`src/rtl/twcs_pkg.sv`:
```
// Shared widths, reset values and the result bundle of the two-wire character sender.
`default_nettype none

package twcs_pkg;

    localparam int unsigned CharW  = 7;
    localparam int unsigned DelayW = 16;
    localparam int unsigned TickW  = 18;
    localparam int unsigned PhaseW = 5;
    localparam int unsigned BitIdxW = 3;

    localparam logic [DelayW-1:0] BitDelayReset = 16'd100;
    localparam logic [DelayW-1:0] GapReset      = 16'd2000;

    // Register indexes on the configuration port
    localparam logic CfgBitDelay = 1'b0;
    localparam logic CfgGap      = 1'b1;

    // Line levels and pulses after one item
    typedef struct packed {
        logic frame_done;
        logic char_acked;
        logic want_char;
        logic data_drive;
        logic data_out;
        logic clock_out;
    } t_result;

endpackage

`default_nettype wire

```
`src/rtl/twcs_core.sv`:
```
// Phase sequencer of the two-wire sender: state update and line levels for one item.
`default_nettype none

module twcs_core
    import twcs_pkg::*;
(
    input  wire logic              i_clk,
    input  wire logic              i_rst_n,
    input  wire logic              i_step,
    input  wire logic              i_action,
    input  wire logic [CharW-1:0]  i_char_value,
    input  wire logic              i_char_is_last,
    input  wire logic              i_data_line_in,
    input  wire logic [DelayW-1:0] i_bit_delay,
    input  wire logic [DelayW-1:0] i_gap,
    output t_result                o_result
);

    localparam logic [PhaseW-1:0] PH_IDLE       = 5'd0;
    localparam logic [PhaseW-1:0] PH_WAIT       = 5'd1;
    localparam logic [PhaseW-1:0] PH_START_HIGH = 5'd2;
    localparam logic [PhaseW-1:0] PH_START_GAP  = 5'd3;
    localparam logic [PhaseW-1:0] PH_BIT0       = 5'd4;
    localparam logic [PhaseW-1:0] PH_BIT1       = 5'd5;
    localparam logic [PhaseW-1:0] PH_BIT2       = 5'd6;
    localparam logic [PhaseW-1:0] PH_BIT3       = 5'd7;
    localparam logic [PhaseW-1:0] PH_PAR0       = 5'd8;
    localparam logic [PhaseW-1:0] PH_PAR1       = 5'd9;
    localparam logic [PhaseW-1:0] PH_PAR2       = 5'd10;
    localparam logic [PhaseW-1:0] PH_ACK0       = 5'd11;
    localparam logic [PhaseW-1:0] PH_ACK1       = 5'd12;
    localparam logic [PhaseW-1:0] PH_ACK2       = 5'd13;
    localparam logic [PhaseW-1:0] PH_ACK_SAMPLE = 5'd14;
    localparam logic [PhaseW-1:0] PH_ACK4       = 5'd15;
    localparam logic [PhaseW-1:0] PH_ACK5       = 5'd16;
    localparam logic [PhaseW-1:0] PH_ACK6       = 5'd17;
    localparam logic [PhaseW-1:0] PH_END0       = 5'd18;
    localparam logic [PhaseW-1:0] PH_END1       = 5'd19;
    localparam logic [PhaseW-1:0] PH_END2       = 5'd20;
    localparam logic [BitIdxW-1:0] LastBit      = BitIdxW'(CharW - 1);

    logic [PhaseW-1:0]  r_phase, n_phase;
    logic [TickW-1:0]   r_tick, n_tick;
    logic [BitIdxW-1:0] r_bit_idx, n_bit_idx;
    logic [CharW-1:0]   r_char, n_char;
    logic               r_last, n_last;
    logic               r_parity, n_parity;
    logic               r_ack, n_ack;

    logic [DelayW-1:0]  delay_eff;
    logic [DelayW-1:0]  gap_eff;
    logic [TickW-1:0]   phase_len;
    logic [TickW-1:0]   tick_inc;
    logic               busy;
    logic               ack_pulse;
    logic               done_pulse;
    logic [BitIdxW-1:0] bit_sel;
    logic [CharW:0]     char_ext;
    logic               cur_bit;
    logic               par_bit;

    // A zero delay register acts as one tick
    assign delay_eff = (i_bit_delay == '0) ? DelayW'(1) : i_bit_delay;
    assign gap_eff   = (i_gap == '0) ? DelayW'(1) : i_gap;
    assign busy      = (r_phase != PH_IDLE) && (r_phase != PH_WAIT);
    assign tick_inc  = r_tick + TickW'(1);

    // Length of the current phase in ticks
    always_comb begin
        if (r_phase == PH_START_GAP || r_phase == PH_END0 || r_phase == PH_END1) begin
            phase_len = TickW'(gap_eff);
        end else if (r_phase == PH_ACK_SAMPLE) begin
            phase_len = {delay_eff, 2'b00};
        end else begin
            phase_len = TickW'(delay_eff);
        end
    end

    // Next state for one item
    always_comb begin
        n_phase    = r_phase;
        n_tick     = r_tick;
        n_bit_idx  = r_bit_idx;
        n_char     = r_char;
        n_last     = r_last;
        n_parity   = r_parity;
        n_ack      = r_ack;
        ack_pulse  = 1'b0;
        done_pulse = 1'b0;
        if (i_action) begin
            // load is taken only while idle or between characters
            if (!busy) begin
                n_char    = i_char_value;
                n_last    = i_char_is_last;
                n_parity  = ^i_char_value;
                n_ack     = 1'b0;
                n_bit_idx = '0;
                n_tick    = '0;
                n_phase   = (r_phase == PH_IDLE) ? PH_START_HIGH : PH_BIT0;
            end
        end else if (busy) begin
            n_tick = tick_inc;
            if (tick_inc >= phase_len) begin
                n_tick = '0;
                case (r_phase)
                    PH_START_HIGH: n_phase = PH_START_GAP;
                    PH_START_GAP: begin
                        n_bit_idx = '0;
                        n_phase   = PH_BIT0;
                    end
                    PH_BIT3: begin
                        if (r_bit_idx >= LastBit) begin
                            n_bit_idx = '0;
                            n_phase   = PH_PAR0;
                        end else begin
                            n_bit_idx = r_bit_idx + BitIdxW'(1);
                            n_phase   = PH_BIT0;
                        end
                    end
                    PH_PAR2: n_phase = PH_ACK0;
                    PH_ACK_SAMPLE: begin
                        n_ack     = i_data_line_in;
                        ack_pulse = i_data_line_in;
                        n_phase   = PH_ACK4;
                    end
                    PH_ACK6: begin
                        if (!r_ack) begin
                            // receiver refused: resend the same character
                            n_bit_idx = '0;
                            n_phase   = PH_BIT0;
                        end else if (r_last) begin
                            n_phase = PH_END0;
                        end else begin
                            n_phase = PH_WAIT;
                        end
                    end
                    PH_END2: begin
                        n_last     = 1'b0;
                        done_pulse = 1'b1;
                        n_phase    = PH_IDLE;
                    end
                    default: begin
                        if (r_phase >= PH_BIT0 && r_phase < PH_END2) begin
                            n_phase = r_phase + PhaseW'(1);
                        end else begin
                            n_phase = PH_IDLE;
                        end
                    end
                endcase
            end
        end
    end

    // Data bit of the new state, MSB first
    assign bit_sel  = LastBit - n_bit_idx;
    assign char_ext = {1'b0, n_char};
    assign cur_bit  = char_ext[bit_sel];
    assign par_bit  = ~n_parity;

    // Line levels after the step
    always_comb begin
        o_result            = '0;
        o_result.data_drive = 1'b1;
        o_result.char_acked = ack_pulse;
        o_result.frame_done = done_pulse;
        o_result.want_char  = (n_phase == PH_IDLE) || (n_phase == PH_WAIT);
        case (n_phase)
            PH_IDLE:       o_result.data_drive = 1'b0;
            PH_WAIT:       o_result.clock_out = 1'b1;
            PH_START_HIGH: o_result.clock_out = 1'b1;
            PH_BIT1:       o_result.data_out = cur_bit;
            PH_BIT2: begin
                o_result.clock_out = 1'b1;
                o_result.data_out  = cur_bit;
            end
            PH_BIT3:       o_result.clock_out = 1'b1;
            PH_PAR1:       o_result.data_out = par_bit;
            PH_PAR2: begin
                o_result.clock_out = 1'b1;
                o_result.data_out  = par_bit;
            end
            PH_ACK0:       o_result.data_out = par_bit;
            PH_ACK1:       o_result.data_out = 1'b1;
            PH_ACK_SAMPLE: o_result.data_drive = 1'b0;
            PH_ACK4:       o_result.data_drive = 1'b0;
            PH_ACK5: begin
                o_result.clock_out  = 1'b1;
                o_result.data_drive = 1'b0;
            end
            PH_ACK6:       o_result.clock_out = 1'b1;
            PH_END0:       o_result.clock_out = 1'b1;
            PH_END1: begin
                o_result.clock_out = 1'b1;
                o_result.data_out  = 1'b1;
            end
            PH_END2:       o_result.clock_out = 1'b1;
            default: ;
        endcase
    end

    // State registers advance on each accepted item
    always_ff @(posedge i_clk) begin
        if (!i_rst_n) begin
            r_phase   <= PH_IDLE;
            r_tick    <= '0;
            r_bit_idx <= '0;
            r_char    <= '0;
            r_last    <= 1'b0;
            r_parity  <= 1'b0;
            r_ack     <= 1'b0;
        end else if (i_step) begin
            r_phase   <= n_phase;
            r_tick    <= n_tick;
            r_bit_idx <= n_bit_idx;
            r_char    <= n_char;
            r_last    <= n_last;
            r_parity  <= n_parity;
            r_ack     <= n_ack;
        end
    end

endmodule

`default_nettype wire

```
`src/rtl/two_wire_char_sender_with_ack_unit.sv`:
```
// Top level of the two-wire character sender: stream ports, registers, result register.
//
// Usage: every input item is either one timer tick (tuser = 0) or a character
// load (tuser = 1, character in tdata[6:0], tlast marks the last character of
// the frame). tdata[7] carries the sampled data line for the acknowledge slot.
// Each input item yields exactly one result item with the clock and data line
// levels, the data drive enable, the want-character flag and the acknowledge
// pulse in tdata, and the end-of-frame pulse in tlast.
// The phase sequencer updates its state on the accepting edge, and the levels
// are loaded into the result register on that same edge.
// Throughput is one item per cycle; the result register lets a new item in
// whenever it is empty or being taken in the same cycle.
// When the receiver stalls, the result holds and s_axis_tready drops once the
// result register is full. Reset puts the sequencer in idle, loads the
// register defaults (bit delay 100 ticks, gap 2000 ticks) and empties the
// result register. Register writes take effect at once.
`default_nettype none

module two_wire_char_sender_with_ack_unit
    import twcs_pkg::*;
(
    input  wire logic              i_clk,
    input  wire logic              i_rst_n,
    // configuration write port
    input  wire logic              i_cfg_we,
    input  wire logic              i_cfg_addr,
    input  wire logic [DelayW-1:0] i_cfg_wdata,
    // input items
    input  wire logic              s_axis_tvalid,
    output logic                   s_axis_tready,
    input  wire logic [7:0]        s_axis_tdata,   // [6:0] char_value, [7] data_line_in
    input  wire logic              s_axis_tuser,   // action
    input  wire logic              s_axis_tlast,   // char_is_last
    // result items
    output logic                   m_axis_tvalid,
    input  wire logic              m_axis_tready,
    output logic [7:0]             m_axis_tdata,   // [0] clock_out, [1] data_out,
                                                   // [2] data_drive, [3] want_char,
                                                   // [4] char_acked, [7:5] zero
    output logic                   m_axis_tlast    // frame_done
);

    logic [DelayW-1:0] r_bit_delay;
    logic [DelayW-1:0] r_gap;
    logic              r_out_valid;
    t_result           r_out;
    t_result           n_out;
    logic              accept;

    // Configuration registers
    always_ff @(posedge i_clk) begin
        if (!i_rst_n) begin
            r_bit_delay <= BitDelayReset;
            r_gap       <= GapReset;
        end else if (i_cfg_we) begin
            case (i_cfg_addr)
                CfgBitDelay: r_bit_delay <= i_cfg_wdata;
                CfgGap:      r_gap       <= i_cfg_wdata;
                default: ;
            endcase
        end
    end

    assign s_axis_tready = !r_out_valid || m_axis_tready;
    assign accept        = s_axis_tvalid && s_axis_tready;

    twcs_core u_core (
        .i_clk          (i_clk),
        .i_rst_n        (i_rst_n),
        .i_step         (accept),
        .i_action       (s_axis_tuser),
        .i_char_value   (s_axis_tdata[CharW-1:0]),
        .i_char_is_last (s_axis_tlast),
        .i_data_line_in (s_axis_tdata[7]),
        .i_bit_delay    (r_bit_delay),
        .i_gap          (r_gap),
        .o_result       (n_out)
    );

    // Result register
    always_ff @(posedge i_clk) begin
        if (!i_rst_n) begin
            r_out_valid <= 1'b0;
        end else if (accept) begin
            r_out_valid <= 1'b1;
        end else if (m_axis_tready) begin
            r_out_valid <= 1'b0;
        end
    end

    always_ff @(posedge i_clk) begin
        if (accept) begin
            r_out <= n_out;
        end
    end

    assign m_axis_tvalid = r_out_valid;
    assign m_axis_tdata  = {3'b000, r_out.char_acked, r_out.want_char, r_out.data_drive,
                            r_out.data_out, r_out.clock_out};
    assign m_axis_tlast  = r_out.frame_done;

endmodule

`default_nettype wire
```
`config.mk`:
```
export PLATFORM = sky130hd
export DESIGN_NAME = two_wire_char_sender_with_ack_unit
export DESIGN_NICKNAME = d
export VERILOG_FILES = /design/src/rtl/twcs_pkg.sv /design/src/rtl/twcs_core.sv /design/src/rtl/two_wire_char_sender_with_ack_unit.sv
export SDC_FILE = /design/constraint.sdc
export NUM_CORES = 1
export LEC_CHECK = 0
export ABC_CLOCK_PERIOD_IN_PS = 13400
export BUFFER_PORTS_ARGS = -buffer_cell sky130_fd_sc_hd__buf_2
export CAP_MARGIN = 20
export CORE_MARGIN = 4
export CORE_UTILIZATION = 60
export CTS_CLUSTER_DIAMETER = 60
export DETAILED_ROUTE_END_ITERATION = 16
export PLACE_DENSITY = 0.76
export SLEW_MARGIN = 5
export SYNTH_ARGS = -nofsm -noshare
export SYNTH_HDL_FRONTEND = slang
export SYNTH_SLANG_ARGS = --single-unit
```
`constraint.sdc`:
```
create_clock -name i_clk -period 13.4 [get_ports i_clk]
set_input_delay 0.67 -clock i_clk [delete_from_list [all_inputs] [get_ports i_clk]]
set_output_delay 0.67 -clock i_clk [all_outputs]
set_load 0.005 [all_outputs]
```
==> impl_metrics.json, run 1 <==
{
  "setup_skew_ns": 0.0178,
  "tritoncts": "yes",
  "run_status": "complete, no violations",
  "drv_cap": 0,
  "critical_path_peak_fanout": 16,
  "synthFlopType": "dfxtp_1",
  "final_min_period_over_clock_period": 0.414,
  "die_area_um2": 9600,
  "worstReg2RegStart": "u_core.r_phase[0]",
  "regToRegSetupSlack_ns": 7.85,
  "timing.final.setup_violations": 0,
  "ys_ff_latch": 75,
  "synth.lib_cells_used.distinct": 66,
  "die_span_y_um": 98.0,
  "worst_r2r_path_depth": 22,
  "leakagePower_nw": 2.18,
  "number_of_clock_buffers_inserted_by_tritoncts": 9,
  "cp.arrival_ns": 5.77,
  "period_minus_slack_ns": 5.55,
  "worst_ir_drop_on_vdd_uv": 87.0,
  "total_number_of_vias": 4404,
  "post_cts_setup_repair_bufs": 0,
  "sort_of_element_at_the_end_of_the_critical_path": "register",
  "setup.worst_path.start": "u_core.r_phase[0]",
  "synth-edff-count": 6,
  "antenna_violations_before_repair": 0,
  "core_region_area_um2": 7810,
  "avgViaCountPerCell": 6.07,
  "ys_warn_count": 0,
  "synth_async_sr_flop_share": 0,
  "detailed_place_hpwl_um": 8350,
  "final_nets": 677,
  "ant_nets_after_route": 0,
  "ys_seq_area_frac": 0.321,
  "hold_viol_final": 0,
  "worst-endpoint-required_ns": 13.62,
  "clockRootBuffer": "clkbuf_8",
  "critical_path.endpoint": "m_axis_tdata[1]",
  "setup.worst_path.class": "reg -> reg",
  "clock_latency_ns": 0.36,
  "power-per-cell-area_nw_per_um2": 98.7,
  "finalMaxSlewViolations": 0,
  "cts_hold_buffers": 0,
  "layout_area_overhead_pct": 8.34,
  "syn_inst": 603,
  "tritoncts_num_sinks": 75,
  "drtIter0Drc": 323,
  "insertedDiodeCount": 0,
  "grt_max_degree": 70,
  "drc_errors": 0,
  "initial_core_util": 0.622,
  "drt_pass1_iterations": 5,
  "num_rows": 32,
  "timing.hold.worst_path_depth": 2,
  "clock_transition_at_the_register_clock_pins_on_the_worst_setup_and_hold_paths_after_cts_ns": 0.10,
  "global_route_wire_length_before_repair_um": 19600,
  "routed_wirelength_um": 11800,
  "cts_htree_levels": 3,
  "total_power_uw": 520,
  "globalRoute.totalOverflow": 0,
  "worstMarginPinSlew_ns": 1.05,
  "postSynthAreaPerCell_um2": 8.06,
  "final_layout_size_suffix_gt1_frac": 0.120,
  "setup_total_negative_slack_ns": 0,
  "start_kind": "register",
  "avgRoutedWirePerCell_um": 16.2,
  "globalplace.congestion": 0.911,
  "hp-class": "reg -> reg",
  "max_freq_mhz": 180,
  "global_route.usage.total": 0.243,
  "clock_path_buffers": 2,
  "boundaryPins": 43,
  "relSlewSlack": 0.300,
  "chipWidth_um": 98.0,
  "rsz0062_at_grt": "no",
  "regToRegEndpoint": "m_axis_tdata[1]",
  "postCtsResizedCells": 0,
  "filler_cell_count": 689,
  "synthesis.area_um2": 4860,
  "via_count_of_the_first_global_routing_pass": 3976,
  "buffer_ports.inserted": 39
}
state kept, by name (all words and copies together), names as in the netlist:
register	flops
r_bit_delay	16
u_core.r_ack	1
u_core.r_bit_idx	3
u_core.r_parity	1
u_core.r_last	1
u_core.r_tick	18
r_gap	16
u_core.r_char	7
u_core.r_phase	5
m_axis_tdata	5
m_axis_tlast	1
m_axis_tvalid	1
stage by stage:
step	hold WS (ns)	instance area [um^2]	worst slack [ns]	std cells	util
after global routing	0.519	5270	7.38	726	0.674
after CTS	0.490	5250	7.52	724	0.672
after global placement	0.455	5030	7.81	708	0.644
after detailed placement	0.475	5030	7.57	708	0.644
final	0.486	5270	7.85	726	0.674
after floorplan	0.440	4870	8.72	605	-
how the worst min path moves through the flow:
stage	end	from
after global placement	u_core.r_char[4]	u_core.r_char[4]
after CTS	u_core.r_char[4]	u_core.r_char[4]
final	u_core.r_char[4]	u_core.r_char[4]
after floorplan	u_core.r_char[4]	u_core.r_char[4]
after detailed placement	u_core.r_char[4]	u_core.r_char[4]
after global routing	r_bit_delay[0]	r_bit_delay[0]
placed cells by master (no fill, tap or decap), types with 4 or more instances in the layout:
cell type,count
xor2_1,10
nand2_1,123
a221oi_1,15
ha_1,26
nor2_1,24
buf_4,4
nand3_1,23
nand4_1,5
and3_1,20
nor2b_1,17
a21boi_0,34
inv_1,12
dfxtp_1,69
edfxtp_1,6
clkbuf_8,9
and2_1,9
nand2b_1,9
nor3_1,10
mux2i_1,11
buf_2,39
a21oi_1,24
nor3b_1,10
nor4_1,10
o211a_1,7
xnor2_1,15
o21ai_0,20
Yosys cell counts (5+ instances only):
| master | instances | share of area |
|---|---|---|
| nand2_1 | 123 | 0.095 |
| dfxtp_1 | 69 | 0.28 |
| a21boi_0 | 34 | 0.053 |
| clkbuf_1 | 28 | 0.022 |
| ha_1 | 26 | 0.067 |
| a21oi_1 | 24 | 0.025 |
| nor2_1 | 24 | 0.019 |
| nand3_1 | 23 | 0.024 |
| and3_1 | 20 | 0.026 |
| o21ai_0 | 20 | 0.021 |
| nor2b_1 | 17 | 0.022 |
| a221oi_1 | 15 | 0.027 |
| xnor2_1 | 15 | 0.027 |
| inv_1 | 12 | 0.0093 |
| mux2i_1 | 11 | 0.023 |
| nor3_1 | 10 | 0.010 |
| nor3b_1 | 10 | 0.015 |
| nor4_1 | 10 | 0.013 |
| xor2_1 | 10 | 0.018 |
| and2_1 | 9 | 0.012 |
| nand2b_1 | 9 | 0.012 |
| o211a_1 | 7 | 0.014 |
| edfxtp_1 | 6 | 0.037 |
| buf_2 | 5 | 0.0051 |
| nand4_1 | 5 | 0.0064 |
cell families (layout without fill, tap and decap cells):
group,Yosys count,count (layout),share of synthesized area
AOI/OAI and AO/OA,137,137,0.209
and+or+nand+nor,272,272,0.276
xor gates and xnor gates,25,25,0.0451
DFF,75,75,0.321
other,1,3,0.000772
adders and majority gates,26,26,0.0669
muxes,15,15,0.0350
buffers and inverters,52,71,0.0461
final cells by class:
type | count | area [um^2] | area share
multi-input cells | 478 | 3080 | 0.585
flip-flops and latches | 75 | 1560 | 0.297
inverters | 12 | 45.0 | 0.00856
repair buffers | 43 | 225 | 0.0428
clock inverters | 6 | 96.3 | 0.0183
clock buffers | 10 | 128 | 0.0242
well taps | 102 | 128 | 0.0242
layer usage:
metal | share of wire | global-route usage | wire length (um) | vias up
met2 | 0.45 | 0.366 | 5310 | 138
met3 | 0.074 | 0.0500 | 869 | 10
li1 | - | - | - | 2186
met1 | 0.47 | 0.359 | 5510 | 2070
met4 | 0.0082 | 0.0511 | 97 | 0
met5 | 0 | 0 | 0 | -
critical path, cell delays in order (launching register included):
cell      delay [ns]
dfxtp_1         0.46
inv_1           0.13
ha_1            0.28
a21oi_1         0.20
nand2b_1        0.45
a31oi_1         0.18
buf_4           0.22
a221oi_1        0.30
ha_1            0.30
a211o_1         0.30
a21oi_1         0.17
o41a_1          0.19
o211ai_2        0.24
a21boi_0        0.45
nand2_1         0.09
o21ai_0         0.13
ha_1            0.33
or2_2           0.30
a221oi_1        0.28
a21oi_1         0.07
mux2i_1         0.14
nand4_1         0.13
o211ai_2        0.08
power breakdown:
group	switching (mW)	internal, mW
combinational	0.0444	0.0307
sequential	0.00861	0.236
clock	0.0924	0.108
Power figures use the tool's default switching activity.
==> run 2, diff against run 1 <==
--- a/config.mk
+++ b/config.mk
@@ -5,14 +5,14 @@
 export SDC_FILE = /design/constraint.sdc
 export NUM_CORES = 1
 export LEC_CHECK = 0
-export ABC_CLOCK_PERIOD_IN_PS = 13400
+export ABC_CLOCK_PERIOD_IN_PS = 4500
 export BUFFER_PORTS_ARGS = -buffer_cell sky130_fd_sc_hd__buf_2
 export CAP_MARGIN = 20
 export CORE_MARGIN = 4
-export CORE_UTILIZATION = 60
+export CORE_UTILIZATION = 54
 export CTS_CLUSTER_DIAMETER = 60
 export DETAILED_ROUTE_END_ITERATION = 16
-export PLACE_DENSITY = 0.76
+export PLACE_DENSITY = 0.72
 export SLEW_MARGIN = 5
 export SYNTH_ARGS = -nofsm -noshare
 export SYNTH_HDL_FRONTEND = slang
==> constraint.sdc (replaced) <==
create_clock -name i_clk -period 4.5 [get_ports i_clk]
set_input_delay 0.225 -clock i_clk [delete_from_list [all_inputs] [get_ports i_clk]]
set_output_delay 0.225 -clock i_clk [all_outputs]
set_load 0.005 [all_outputs]
==> impl_metrics.json, run 2 (same netlist as run 1, synthesis figures left out) <==
{
  "global_route_wire_length_before_repair_um": 20100,
  "drc_errors": 0,
  "die_area_um2": 10600,
  "most_common_cell_after_layout_fill_and_taps_aside": "nand2_1",
  "layout_area_overhead_pct": 21.3,
  "cp_slowest_cell": "nor4_2",
  "worstMarginPinSlew_ns": 1.08,
  "power-per-cell-area_nw_per_um2": 271,
  "clock_transition_at_the_register_clock_pins_on_the_worst_setup_and_hold_paths_after_cts_ns": 0.09,
  "tritoncts": "yes",
  "globalplace.congestion": 0.915,
  "filler_cell_count": 694,
  "instances_no_fill": 773,
  "final_nets": 718,
  "worstPathBufferInverterCount": 0,
  "buffer_ports.inserted": 39,
  "relSlewSlack": 0.281,
  "multiInputGateArea_um2": 3380,
  "final_cell_mix": "nand2_1 (122), dfxtp_1 (61), buf_4 (41), buf_2 (39), a21boi_0 (33)",
  "grt_max_degree": 70,
  "clock_path_buffers": 2,
  "cts_htree_levels": 3,
  "global_route.usage.met3": 0.0338,
  "avgViaCountPerCell": 5.93,
  "critical_path_peak_fanout": 7,
  "global_routing_met1_resource_utilization": 0.363,
  "chipWidth_um": 103,
  "num_rows": 34,
  "place_worst_setup_slack_ns": -0.242,
  "routed_wirelength_um": 13000,
  "finalInstanceArea_um2": 5890,
  "hold_viol_final": 0,
  "layout_top_registers": "u_core.r_tick x18, r_bit_delay x16, r_gap x16",
  "post-place-cells": 749,
  "max_freq_mhz": 220,
  "most_used_cell_cp": "a221oi_2",
  "die_span_y_um": 103,
  "flip_flop_count_of_the_largest_register_after_layout": 18,
  "rsz0062_at_grt": "yes",
  "finalMaxSlewViolations": 0,
  "antenna_violations_before_repair": 0,
  "insertedDiodeCount": 0,
  "gr-max-usage-layer": "met1",
  "max_flop_register": "u_core.r_tick",
  "avgRoutedWirePerCell_um": 16.8,
  "drtIter0Drc": 373,
  "critical_path.top_delay_family": "compound AO/OA/AOI/OAI gates",
  "number_of_clock_buffers_inserted_by_tritoncts": 9,
  "global_route.usage.total": 0.237,
  "tritoncts_num_sinks": 75,
  "hp-class": "in -> reg",
  "failed_checks": "negative setup slack",
  "final_critical_path_setup_slack_ns": -0.0440,
  "dpl_cell_area_um2": 5320,
  "ant_nets_after_route": 0,
  "via_count_of_the_first_global_routing_pass": 4070,
  "cp.arrival_ns": 4.75,
  "total_power_mw": 1.59,
  "final_min_period_over_clock_period": 1.01,
  "worst_ir_drop_on_vdd_uv": 209,
  "run_status": "finished with violations",
  "start_kind": "register",
  "initial_core_util": 0.557,
  "worst-endpoint-required_ns": 4.70,
  "detailed_place_hpwl_um": 8730,
  "setup.worst_path.class": "reg -> reg",
  "crit_chain": "nor4_2 > a31oi_4 > a221oi_2 > ha_1 > a211o_1 > a21oi_2 > o41a_1 > o211ai_4 > a21boi_2 > nand2_1 > o21ai_2 > ha_4 > or2_4 > a221oi_2 > a21oi_1 > mux2i_1 > nand4_1 > o211ai_2",
  "total_number_of_vias": 4584,
  "timing.final.setup_violations": 1,
  "clockRootBuffer": "clkbuf_8",
  "period_minus_slack_ns": 4.54,
  "register_area_um2": 1570,
  "globalRoute.totalOverflow": 0,
  "final_layout_size_suffix_gt1_frac": 0.248,
  "drv_cap": 0,
  "clock_latency_ns": 0.36,
  "setup_skew_ns": 0.00833,
  "leakagePower_nw": 2.47,
  "sort_of_element_at_the_end_of_the_critical_path": "register",
  "boundaryPins": 43,
  "grt.met2_usage": 0.346,
  "critical_path.max_stage_delay_ns": 0.59,
  "drt_pass1_iterations": 5,
  "core_region_area_um2": 8720
}
[run 2: final timing paths]
kind | startpoint | to | slack (ns) | cells after the start
max reg2reg | r_gap[7] | m_axis_tdata[1] | -0.04 | 18
min reg2reg | u_core.r_char[4] | u_core.r_char[4] | 0.47 | 2
max | r_gap[7] | m_axis_tdata[1] | -0.04 | 18
min | i_cfg_wdata[7] | r_gap[7] | 0.08 | 3
[run 2: layout make-up]
type / count / share of cell area
multi-input combinational: 479 / 0.574
sequential: 75 / 0.267
timing repair buffer: 83 / 0.0911
tap: 108 / 0.0229
clock buffer: 10 / 0.0217
clock inverter: 6 / 0.0161
inverter: 12 / 0.00764
[run 2: power by group]
part           switching, mW  total [mW]  leakage, nW  internal [mW]
logic                  0.147       0.259         1.73          0.112
clock network          0.286       0.606        0.113          0.320
registers             0.0272       0.729        0.627          0.702
total                  0.460        1.59         2.47           1.13
[run 2: through the flow]
step	util	setup TNS (ns)	hold WS, ns
6_report	0.676	-0.0440	0.0845
5_1_grt	0.676	-0.321	0.0851
4_1_cts	0.648	0	0.0710
3_5_place_dp	0.610	-0.242	0.452
3_3_place_gp	0.610	-0.0265	0.450
2_1_floorplan	-	0	0.349
[run 2: tightest hold or removal path, stage by stage]
cell     delay, ns
buf_2         0.08
nand2_1       0.04
nand3_1       0.06
[run 2: per-layer routing]
metal,part of all wire,vias to the layer above
li1,-,2263
met1,0.47,2120
met5,0,-
met2,0.45,180
met4,0.016,0
met3,0.065,21
[run 2: timing repair]
item,CTS,global route
setup buffers,3,3
pin swaps,6,23
endpoints found under the setup margin,1,2
hold buffers,0,0
resized for setup,16,43
cloned,0,1
==> run 3, diff against run 2 <==
--- a/config.mk
+++ b/config.mk
@@ -5,14 +5,14 @@
 export SDC_FILE = /design/constraint.sdc
 export NUM_CORES = 1
 export LEC_CHECK = 0
-export ABC_CLOCK_PERIOD_IN_PS = 4500
+export ABC_CLOCK_PERIOD_IN_PS = 4900
 export BUFFER_PORTS_ARGS = -buffer_cell sky130_fd_sc_hd__buf_2
 export CAP_MARGIN = 20
 export CORE_MARGIN = 4
-export CORE_UTILIZATION = 54
+export CORE_UTILIZATION = 60
 export CTS_CLUSTER_DIAMETER = 60
 export DETAILED_ROUTE_END_ITERATION = 16
-export PLACE_DENSITY = 0.72
+export PLACE_DENSITY = 0.76
 export SLEW_MARGIN = 5
 export SYNTH_ARGS = -nofsm -noshare
 export SYNTH_HDL_FRONTEND = slang
==> constraint.sdc (replaced) <==
create_clock -name i_clk -period 4.9 [get_ports i_clk]
set_input_delay 0.245 -clock i_clk [delete_from_list [all_inputs] [get_ports i_clk]]
set_output_delay 0.245 -clock i_clk [all_outputs]
set_load 0.005 [all_outputs]
==> impl_metrics.json, run 3 (same netlist as run 1, synthesis figures left out) <==
{
  "hold_viol_final": 0,
  "setup_skew_ns": 0.00936,
  "insertedDiodeCount": 0,
  "core_region_area_um2": 7810,
  "start_kind": "register",
  "topRoutingLayerUsed": "met4",
  "clock_path_buffers": 2,
  "worst_ir_drop_on_vdd_uv": 231,
  "avgViaCountPerCell": 6.12,
  "max_freq_mhz": 214,
  "leakagePower_nw": 2.27,
  "chipWidth_um": 98.0,
  "drt_pass1_iterations": 5,
  "buffer_ports.inserted": 39,
  "fin_hold_ws_ns": 0.105,
  "total_number_of_vias": 4562,
  "cell_internal_pwr_uw": 931,
  "detailed_place_hpwl_um": 8990,
  "worstReg2RegStart": "r_gap[15]",
  "place_worst_setup_slack_ns": -0.324,
  "wl_met1_um": 5720,
  "clock_transition_at_the_register_clock_pins_on_the_worst_setup_and_hold_paths_after_cts_ns": 0.09,
  "drc_errors": 0,
  "ant_nets_after_route": 0,
  "power-per-cell-area_nw_per_um2": 247,
  "switching_power_share_of_the_total": 0.312,
  "layout_top_registers": "u_core.r_tick x18, r_bit_delay x16, r_gap x16",
  "globalRoute.totalOverflow": 0,
  "setup.worst_path.start": "r_gap[15]",
  "final_min_period_over_clock_period": 0.955,
  "critical_path_peak_fanout": 12,
  "global_route_wire_length_before_repair_um": 21000,
  "tritoncts_num_sinks": 75,
  "finalMaxSlewViolations": 0,
  "global_route.usage.total": 0.262,
  "number_of_clock_buffers_inserted_by_tritoncts": 9,
  "num_rows": 32,
  "cts_hold_buffers": 0,
  "min-delay-start": "i_cfg_wdata[10]",
  "die_area_um2": 9600,
  "setup.worst_path.class": "reg -> reg",
  "die_span_y_um": 98.0,
  "setup_total_negative_slack_ns": 0,
  "grt_max_degree": 70,
  "finalInstanceArea_um2": 5480,
  "period_minus_slack_ns": 4.68,
  "p_sw_uw": 422,
  "most_common_cell_after_layout_fill_and_taps_aside": "nand2_1",
  "clock_latency_ns": 0.36,
  "globalplace.congestion": 0.945,
  "final_critical_path_setup_slack_ns": 0.219,
  "power_frac_seq": 0.494,
  "power_frac_comb": 0.164,
  "relSlewSlack": 0.297,
  "final_layout_size_suffix_gt1_frac": 0.177,
  "cp.arrival_ns": 4.90,
  "clockRootBuffer": "clkbuf_8",
  "drtIter0Drc": 306,
  "dpl_cell_area_um2": 5150,
  "avgRoutedWirePerCell_um": 17.0,
  "via_count_of_the_first_global_routing_pass": 4337,
  "total_power_mw": 1.35,
  "tritoncts": "yes",
  "layout_area_overhead_pct": 12.8,
  "worstMarginPinSlew_ns": 1.05,
  "route.met2.wl_um": 5900,
  "initial_core_util": 0.622,
  "max_flop_register": "u_core.r_tick",
  "timing.final.setup_violations": 0,
  "worst-endpoint-required_ns": 5.12,
  "boundaryPins": 43,
  "drv_cap": 0,
  "cts_htree_levels": 3,
  "clock_share_of_power": 0.342,
  "run_status": "complete, no violations",
  "antenna_violations_before_repair": 0,
  "flip_flop_count_of_the_largest_register_after_layout": 18,
  "final_nets": 696,
  "detailroute.wirelength.met3_um": 891,
  "sort_of_element_at_the_end_of_the_critical_path": "register",
  "final_cell_mix": "nand2_1 (123), dfxtp_1 (63), buf_2 (39), a21boi_0 (33), ha_1 (24)",
  "hp-class": "in -> reg",
  "routed_wirelength_um": 12700
}
[run 3: changes by cell type in the layout (fill, tap and decap cells not counted), sizes merged]
cell / before / now
clkinv: 1 / 3
bufinv: 2 / 0
a31oi: 4 / 3
buf: 83 / 62
clkinvlp: 0 / 1
clkbuf: 10 / 9
[run 3: what timing repair did]
action / 4_1_cts / 5_1_grt
gates resized for setup: 4 / 23
hold endpoints to repair: 0 / 0
pin swaps: 0 / 2
buffers inserted: 0 / 3
setup endpoints to repair: 1 / 1
[run 3: routing by layer]
metal  global-route usage  up-vias
met2                0.413      179
met5                    0        -
met1                0.369     2149
met4               0.0724        0
met3               0.0471       21
li1                     -     2213
[run 3: critical path: stages (launching register included)]
cell and delay, ns:
dfxtp_1 0.35, or4_1 0.53, nor2_1 0.23, a31oi_4 0.12
buf_12 0.18, buf_4 0.14, a221oi_1 0.32, ha_1 0.19
nand2_1 0.07, o41a_1 0.44, o211ai_2 0.30, buf_6 0.17
nand3_4 0.13, o21ai_4 0.21, ha_4 0.23, or2_2 0.30
a221oi_2 0.23, a21oi_1 0.06, mux2i_1 0.13, nand4_1 0.13
o211ai_2 0.08
[run 3: final cells by class]
class | instances | area (um^2)
repair buffers | 62 | 384
well taps | 102 | 128
inverters | 12 | 45.0
multi-input cells | 478 | 3170
flip-flops and latches | 75 | 1570
clock buffers | 9 | 124
clock inverters | 7 | 61.3
fillers | 642 | 2330
[run 3: through the flow]
step | cells | util
floorplan | 605 | -
global placement | 725 | 0.660
detailed placement | 725 | 0.660
CTS | 741 | 0.686
global route | 745 | 0.702
finish | 745 | 0.702
[run 3: final timing paths]
check                                         to  slack [ns]  cells after the start
worst max-delay path             m_axis_tdata[1]        0.22                     20
worst min-delay path                   r_gap[10]        0.11                      3
worst max register to register   m_axis_tdata[1]        0.22                     20
worst min register to register  u_core.r_char[4]        0.48                      2
[run 3: power groups by stage]
| stage | clock, mW | sequential (mW) | combinational, mW |
|---|---|---|---|
| after floorplan | 0 | 0.674 | 0.154 |
| after global placement | 0 | 0.680 | 0.205 |
| after detailed placement | 0 | 0.681 | 0.212 |
| after CTS | 0.470 | 0.667 | 0.214 |
| after global routing | 0.498 | 0.671 | 0.246 |
| final | 0.463 | 0.668 | 0.221 |
